[src/rtl/core/pic_pkg.sv]
// Package with the shared types and constants of the interrupt controller.
`default_nettype none

package pic_pkg;

  // Default configuration.
  localparam int NumSourcesDef = 32;
  localparam int PrioBitsDef   = 3;

  // Source lines and source ids travel in fixed 32 bit words with 5 bit ids.
  localparam int LineBits = 32;
  localparam int SrcIdW   = 5;
  localparam int WordBits = 32;

  // Operation carried by an input word.
  typedef enum logic [1:0] {
    ActRead  = 2'd0,
    ActWrite = 2'd1,
    ActLines = 2'd2
  } pic_action_e;

  // Register region addressed by a bus access.
  typedef enum logic [1:0] {
    RegPrio   = 2'd0,
    RegEnable = 2'd1,
    RegThresh = 2'd2,
    RegClaim  = 2'd3
  } pic_region_e;

  // Winner of the priority selection.
  typedef struct packed {
    logic              found;
    logic [SrcIdW-1:0] id;
  } pic_claim_t;

endpackage

`default_nettype wire

[src/rtl/core/platform_interrupt_controller_top.sv]
// Interrupt controller for one hart context: input register, update logic, result register.
// A word accepted into the input register is applied to the state as it moves on to the
// result register, which strobes and holds its result.
// Throughput: one word every cycle. busy stays low; the priority tree sits between the
// input and result registers. Reset (asynchronous, active low) clears priorities, enables,
// pending, in-service bits and the threshold at once; no clearing pass is needed.
`default_nettype none

module platform_interrupt_controller_top #(
  parameter int NUM_SOURCES = pic_pkg::NumSourcesDef,
  parameter int PRIO_BITS   = pic_pkg::PrioBitsDef
) (
  input  logic        clk_i,
  input  logic        rst_ni,
  input  logic        start,
  output logic        busy,
  input  logic [1:0]  action_i,
  input  logic [1:0]  region_i,
  input  logic [4:0]  index_i,
  input  logic [31:0] write_data_i,
  input  logic [31:0] source_lines_i,
  output logic        done_o,
  output logic [31:0] read_data_o,
  output logic        interrupt_request_o
);
  import pic_pkg::*;

  // Only sources below the line width can ever become pending or be addressed.
  localparam int NumSrc  = (NUM_SOURCES < LineBits) ? NUM_SOURCES : LineBits;
  localparam int EnWords = (NUM_SOURCES + WordBits - 1) / WordBits;

  // Bits of an enable word that belong to real sources.
  function automatic logic [WordBits-1:0] word_mask(input int w);
    logic [WordBits-1:0] m;
    m = '0;
    for (int b = 0; b < WordBits; b++) begin
      if ((w * WordBits + b) != 0 && (w * WordBits + b) < NUM_SOURCES) begin
        m[b] = 1'b1;
      end
    end
    return m;
  endfunction

  // Input register.
  logic                in_vld_q;
  logic [1:0]          act_q;
  logic [1:0]          reg_q;
  logic [4:0]          idx_q;
  logic [31:0]         wdata_q;
  logic [LineBits-1:0] lines_q;

  // Controller state.
  logic [NumSrc-1:0][PRIO_BITS-1:0]  prio_q, prio_d;
  logic [EnWords-1:0][WordBits-1:0] enable_q, enable_d;
  logic [NumSrc-1:0]                 pend_q, pend_d;
  logic [NumSrc-1:0]                 insv_q, insv_d;
  logic [PRIO_BITS-1:0]              thresh_q, thresh_d;

  // Result register.
  logic        done_q;
  logic [31:0] rdata_q, rdata_d;

  pic_claim_t  claim;
  pic_action_e act;
  pic_region_e region;

  assign busy   = 1'b0;
  assign act    = pic_action_e'(act_q);
  assign region = pic_region_e'(reg_q);

  // Selection over the current state.
  pic_arbiter #(
    .NUM_SRC  (NumSrc),
    .PRIO_BITS(PRIO_BITS)
  ) u_arbiter (
    .enable_i (enable_q[0][NumSrc-1:0]),
    .pending_i(pend_q),
    .prio_i   (prio_q),
    .thresh_i (thresh_q),
    .claim_o  (claim)
  );

  // Apply the registered word to the state and form the read value.
  always_comb begin
    prio_d   = prio_q;
    enable_d = enable_q;
    pend_d   = pend_q;
    insv_d   = insv_q;
    thresh_d = thresh_q;
    rdata_d  = '0;
    if (in_vld_q) begin
      case (act)
        ActRead: begin
          case (region)
            RegPrio: begin
              for (int s = 1; s < NumSrc; s++) begin
                if (idx_q == 5'(s)) rdata_d = 32'(prio_q[s]);
              end
            end
            RegEnable: begin
              for (int w = 0; w < EnWords; w++) begin
                if (idx_q == 5'(w)) rdata_d = enable_q[w];
              end
            end
            RegThresh: rdata_d = 32'(thresh_q);
            RegClaim: begin
              rdata_d = 32'(claim.id);
              for (int s = 1; s < NumSrc; s++) begin
                if (claim.found && claim.id == SrcIdW'(s)) begin
                  pend_d[s] = 1'b0;
                  insv_d[s] = 1'b1;
                end
              end
            end
            default: rdata_d = '0;
          endcase
        end
        ActWrite: begin
          case (region)
            RegPrio: begin
              for (int s = 1; s < NumSrc; s++) begin
                if (idx_q == 5'(s)) prio_d[s] = wdata_q[PRIO_BITS-1:0];
              end
            end
            RegEnable: begin
              for (int w = 0; w < EnWords; w++) begin
                if (idx_q == 5'(w)) enable_d[w] = wdata_q & word_mask(w);
              end
            end
            RegThresh: thresh_d = wdata_q[PRIO_BITS-1:0];
            RegClaim: begin
              // Completion releases an enabled source; bad ids are ignored.
              for (int s = 1; s < NumSrc; s++) begin
                if (wdata_q == 32'(s) && enable_q[0][s]) insv_d[s] = 1'b0;
              end
            end
            default: rdata_d = '0;
          endcase
        end
        ActLines: begin
          // Gateways: a high line sets pending unless pending or in service.
          for (int s = 1; s < NumSrc; s++) begin
            if (lines_q[s] && !pend_q[s] && !insv_q[s]) pend_d[s] = 1'b1;
          end
        end
        default: rdata_d = '0;
      endcase
    end
  end

  // Control and state registers.
  always_ff @(posedge clk_i or negedge rst_ni) begin
    if (!rst_ni) begin
      in_vld_q <= 1'b0;
      done_q   <= 1'b0;
      prio_q   <= '0;
      enable_q <= '0;
      pend_q   <= '0;
      insv_q   <= '0;
      thresh_q <= '0;
    end else begin
      in_vld_q <= start & ~busy;
      done_q   <= in_vld_q;
      prio_q   <= prio_d;
      enable_q <= enable_d;
      pend_q   <= pend_d;
      insv_q   <= insv_d;
      thresh_q <= thresh_d;
    end
  end

  // Payload registers.
  always_ff @(posedge clk_i) begin
    if (start && !busy) begin
      act_q   <= action_i;
      reg_q   <= region_i;
      idx_q   <= index_i;
      wdata_q <= write_data_i;
      lines_q <= source_lines_i;
    end
    if (in_vld_q) begin
      rdata_q <= rdata_d;
    end
  end

  // The request reflects the state left by the word whose result is shown.
  assign done_o              = done_q;
  assign read_data_o         = rdata_q;
  assign interrupt_request_o = claim.found;

endmodule

`default_nettype wire

[src/rtl/core/pic_arbiter.sv]
// Priority selection tree: picks the enabled pending source of highest priority.
`default_nettype none

module pic_arbiter #(
  parameter int NUM_SRC   = 32,
  parameter int PRIO_BITS = 3
) (
  input  logic [NUM_SRC-1:0]                enable_i,
  input  logic [NUM_SRC-1:0]                pending_i,
  input  logic [NUM_SRC-1:0][PRIO_BITS-1:0] prio_i,
  input  logic [PRIO_BITS-1:0]              thresh_i,
  output pic_pkg::pic_claim_t               claim_o
);
  import pic_pkg::*;

  localparam int NumLeaf = 2 ** $clog2(NUM_SRC);

  // Heap-ordered tree: node n has children 2n and 2n+1, leaves from NumLeaf.
  logic                 node_vld  [1:2*NumLeaf-1];
  logic [PRIO_BITS-1:0] node_prio [1:2*NumLeaf-1];
  logic [SrcIdW-1:0]    node_id   [1:2*NumLeaf-1];

  // Leaves: a source competes when enabled, pending and above the threshold.
  for (genvar s = 0; s < NumLeaf; s++) begin : g_leaf
    if (s >= 1 && s < NUM_SRC) begin : g_real
      assign node_vld[NumLeaf+s]  = enable_i[s] & pending_i[s] & (prio_i[s] > thresh_i);
      assign node_prio[NumLeaf+s] = prio_i[s];
    end else begin : g_none
      assign node_vld[NumLeaf+s]  = 1'b0;
      assign node_prio[NumLeaf+s] = '0;
    end
    assign node_id[NumLeaf+s] = SrcIdW'(s);
  end

  // Inner nodes: the lower numbered side wins unless the other is strictly higher.
  for (genvar n = 1; n < NumLeaf; n++) begin : g_node
    logic pick_hi;
    assign pick_hi = node_vld[2*n+1] &
                     (!node_vld[2*n] || (node_prio[2*n+1] > node_prio[2*n]));
    assign node_vld[n]  = node_vld[2*n] | node_vld[2*n+1];
    assign node_prio[n] = pick_hi ? node_prio[2*n+1] : node_prio[2*n];
    assign node_id[n]   = pick_hi ? node_id[2*n+1] : node_id[2*n];
  end

  assign claim_o.found = node_vld[1];
  assign claim_o.id    = node_vld[1] ? node_id[1] : '0;

endmodule

`default_nettype wire

[config.mk]
export PLATFORM = sky130hd
export DESIGN_NAME = platform_interrupt_controller_top
export DESIGN_NICKNAME = d
export VERILOG_FILES = /design/src/rtl/core/pic_pkg.sv /design/src/rtl/core/platform_interrupt_controller_top.sv /design/src/rtl/core/pic_arbiter.sv
export SDC_FILE = /design/constraint.sdc
export NUM_CORES = 1
export LEC_CHECK = 0
export ABC_AREA = 1
export BUFFER_PORTS_ARGS = -buffer_cell sky130_fd_sc_hd__buf_4
export CAP_MARGIN = 20
export CELL_PAD_IN_SITES_DETAIL_PLACEMENT = 1
export CELL_PAD_IN_SITES_GLOBAL_PLACEMENT = 1
export CORE_MARGIN = 2
export CORE_UTILIZATION = 45
export DETAILED_ROUTE_END_ITERATION = 8
export PLACE_DENSITY_LB_ADDON = 0.1
export SLEW_MARGIN = 10
export SYNTH_ARGS = -nofsm -noshare
export SYNTH_HDL_FRONTEND = slang
export SYNTH_HIERARCHICAL = 1
export SYNTH_SLANG_ARGS = --single-unit
[constraint.sdc]
create_clock -name clk_i -period 10.7 [get_ports clk_i]
set_input_delay 3.21 -clock clk_i [delete_from_list [all_inputs] [get_ports clk_i]]
set_output_delay 3.21 -clock clk_i [all_outputs]
set_load 0.01 [all_outputs]
==> impl_results.md <==
- Status: finished, final reports clean
- Final net count: 2654
- Synthesized area per cell: 8.230 um2
- Initial DRC Count: 1000
- Std-Cell Rows: 74
- Gr ovfl total: 0
- Die Y-Extent: 208.5 um
- CP max stage delay: 650 ps
- Synth top area cells: sky130_fd_sc_hd__dfrtp_1, sky130_fd_sc_hd__edfxtp_1, sky130_fd_sc_hd__nand2_1
- Total number of vias: 17279
- RSZ-0062 raised after global routing: no
- Commonest non-fill, non-tap cells in the layout: sky130_fd_sc_hd__nand2_1, sky130_fd_sc_hd__o21ai_0, sky130_fd_sc_hd__inv_1
- WP data arrival: 9860 ps
- Cell type of the slowest stage on the worst timing path: sky130_fd_sc_hd__o21ai_0
- CTS tree: built
- Htree depth: 2
- Antenna violations before repair: 1
- Synthesized netlist cell count: 2287
- Required time at the endpoint of the critical path: 11130 ps
- Critical Path End Type: flip-flop
- Synth area leader: sky130_fd_sc_hd__dfrtp_1
- Flip-flop and latch count after synthesis: 295
- Leakage component of the power: 0.009380 uW
- Max-slew headroom at the worst pin: 0.2996
- Total DRC errors in the routed layout: 0
- Number of port buffers: 108
- Most common cell after layout, fill and taps aside: sky130_fd_sc_hd__nand2_1
- Synthesized netlist net count: 2538
- Latest clock arrival within the worst-skew pair: 560 ps
- Met1 global-route usage: 0.3818
- Clk sink count: 295
- Number of different library cells in the post-synthesis netlist: 55
- Fraction of layout cells with a size suffix above 1: 0.1202
- Wire length of the first global-routing pass: 101800 um
- Worst hold path type: reg -> reg
- Highest clock frequency the design can meet: 106.1 MHz
- P&R area growth vs syn: 14.11%
- Routed Antenna Nets: 0
- Count of hold buffers inserted by post-cts repair: 0
- Clock Pin Slew Worst Setup and Hold Paths: 60 ps
- Root buffer cell: sky130_fd_sc_hd__clkbuf_16
- Min Hold Slack: 508.6 ps
- Max Clock Skew: 17.37 ps
- Time the worst path needs with I/O delays and setup: 9421 ps
- Total routed wirelength: 64880 um
- Synthesis warning total: 6
- Total global-route track usage: 0.3012
- Number of primary I/O pins: 111
- VDD IR-drop max: 0.0001405 V
- Mapped cell area: 18820 um2
- Number of failing setup endpoints in the final timing report: 0
- Final TNS setup: 0 ps
- Initial core utilization: 0.4589
- Total clock buffers created by CTS: 36
- Routed length per instance: 21.90 um
- Via count of the first global-routing pass: 18282
- Areal power density over the cells: 156.7 nW/um2
- Period utilization: 0.8805
- Die outline area: 43480 um2
- Clock buffer depth: 3
- Transition at the pin with the smallest max-transition slack: 1048 ps
- Met2 Use GR: 0.5246
- Number of violations of the max-capacitance limit: 0
- Via/cell ratio: 5.834
- Critical setup path kind: reg -> reg
- Pin count of the biggest net entering global routing: 74
- Die extent in x: 208.5 um
- Most Crowded Layer GR: met2
- Count of TritonRoute iterations in the first routing pass: 5
- Cell repeated most along the worst path: sky130_fd_sc_hd__nand2_1
- Crit Path Max Fanout: 11
- HPWL after DPL: 48160 um
- Antenna Cells: 0
- Sequential fraction of the synthesis area: 0.4198
- Max-slew violations: 0
- Fin. Hold Viols: 0
- Weighted congestion at the end of routability-driven global placement: 0.9234
- Met3 Track Usage GR: 0.03683
- Proportion of netlist area held by the largest area contributor: 0.2539
- Setup crit start kind: flip-flop
- Floorplan core area: 41020 um2
## worst max-delay path, delay by kind of cell (launching register included)
family | cells | cell delay, ps
adders and majority gates | 5 | 1660
buffers and inverters | 6 | 810
and+or+nand+nor | 28 | 3620
AOI/OAI and AO/OA | 12 | 2780
DFF | 1 | 420
## synthesized netlist by cell type (all sizes together)
cell / n
nand3b: 10
nand4: 50
clkbuf: 39
nor4: 8
a22o: 1
o211ai: 33
and2: 2
o21a: 18
a221oi: 1
mux2: 11
ha: 175
a211o: 1
inv: 230
nor2: 144
a22oi: 3
a211oi: 11
a32oi: 4
or2: 21
mux2i: 1
a21oi: 91
o32ai: 3
a31oi: 12
conb: 1
nor3b: 52
buf: 12
o21ai: 292
nand3: 102
dfrtp: 191
o22ai: 5
a311oi: 18
clkinv: 5
edfxtp: 104
nor3: 10
o21bai: 6
nand2: 615
o31ai: 5
## what timing repair did
| item | 4_1_cts | 5_1_grt |
|---|---|---|
| hold endpoints to repair | 0 | 0 |
| setup endpoints to repair | 0 | 8 |
| setup buffers | 0 | 3 |
| resized for setup | 0 | 3 |
## cell type report
cell class / count / area (um2)
Clock buffer: 49 / 989.7
Clock inverter: 16 / 197.7
Fill cell: 4976 / 19540
Inverter: 235 / 885.9
Multi-Input combinational cell: 1706 / 9841
Sequential cell: 295 / 7904
Tap cell: 532 / 665.6
Timing Repair Buffer: 129 / 994.7
## report_power, final
part	switching (uW)	leakage, uW	internal (uW)
combinational	459	0.00529	260
clock	509	0.000569	747
sequential	106	0.00352	1280
total	1070	0.00938	2290
## metrics by stage
stage | utilization | worst slack [ps] | area [um2] | total power (uW) | std cells
2_1_floorplan | - | 3270 | 18820 | 1815 | 2287
3_3_place_gp | 0.4933 | 1348 | 20230 | 2041 | 2893
3_5_place_dp | 0.4933 | 958.7 | 20230 | 2106 | 2893
4_1_cts | 0.5222 | 827.9 | 21420 | 3372 | 2958
5_1_grt | 0.5236 | 359.0 | 21480 | 3534 | 2962
6_report | 0.5236 | 1279 | 21480 | 3365 | 2962
## final timing paths
kind / from / depth (start not counted) / slack [ps] / endpoint
hold reg to reg: insv_q[2] / 2 / 510 / insv_q[2]
max in group asynchronous: rst_ni / 2 / 6720 / prio_q[35]
min in group asynchronous: rst_ni / 1 / 2600 / in_vld_q
setup / recovery: thresh_q[2] / 51 / 1280 / insv_q[28]
setup reg to reg: thresh_q[2] / 51 / 1280 / insv_q[28]
hold / removal: insv_q[2] / 2 / 510 / insv_q[2]
## kinds of logic (layout without fill, tap and decap cells)
group	after synthesis	after routing	synth area share
buffers and inverters	286	429	0.05830
flip-flops	295	295	0.4198
other	1	1	0.0001992
AND/OR/NAND/NOR	1014	1014	0.2417
multiplexers	12	12	0.007113
adder cells (fa/ha/maj)	175	175	0.1163
AO/OA/AOI/OAI	504	504	0.1565
## flip-flops by register name, summed over array words and instances (netlist names), 5 cells and up
signal       count
prio_q          93
read_data_o     32
lines_q         31
idx_q            5
wdata_q         32
pend_q          31
enable_q        31
insv_q          31
## metal layers
metal / wire length [um] / vias to the layer above
li1: - / 8120
met1: 28140 / 8612
met2: 31630 / 417
met3: 2594 / 130
met4: 2516 / 0
met5: 0 / -
No activity file was read; power rests on OpenSTA's default activity.
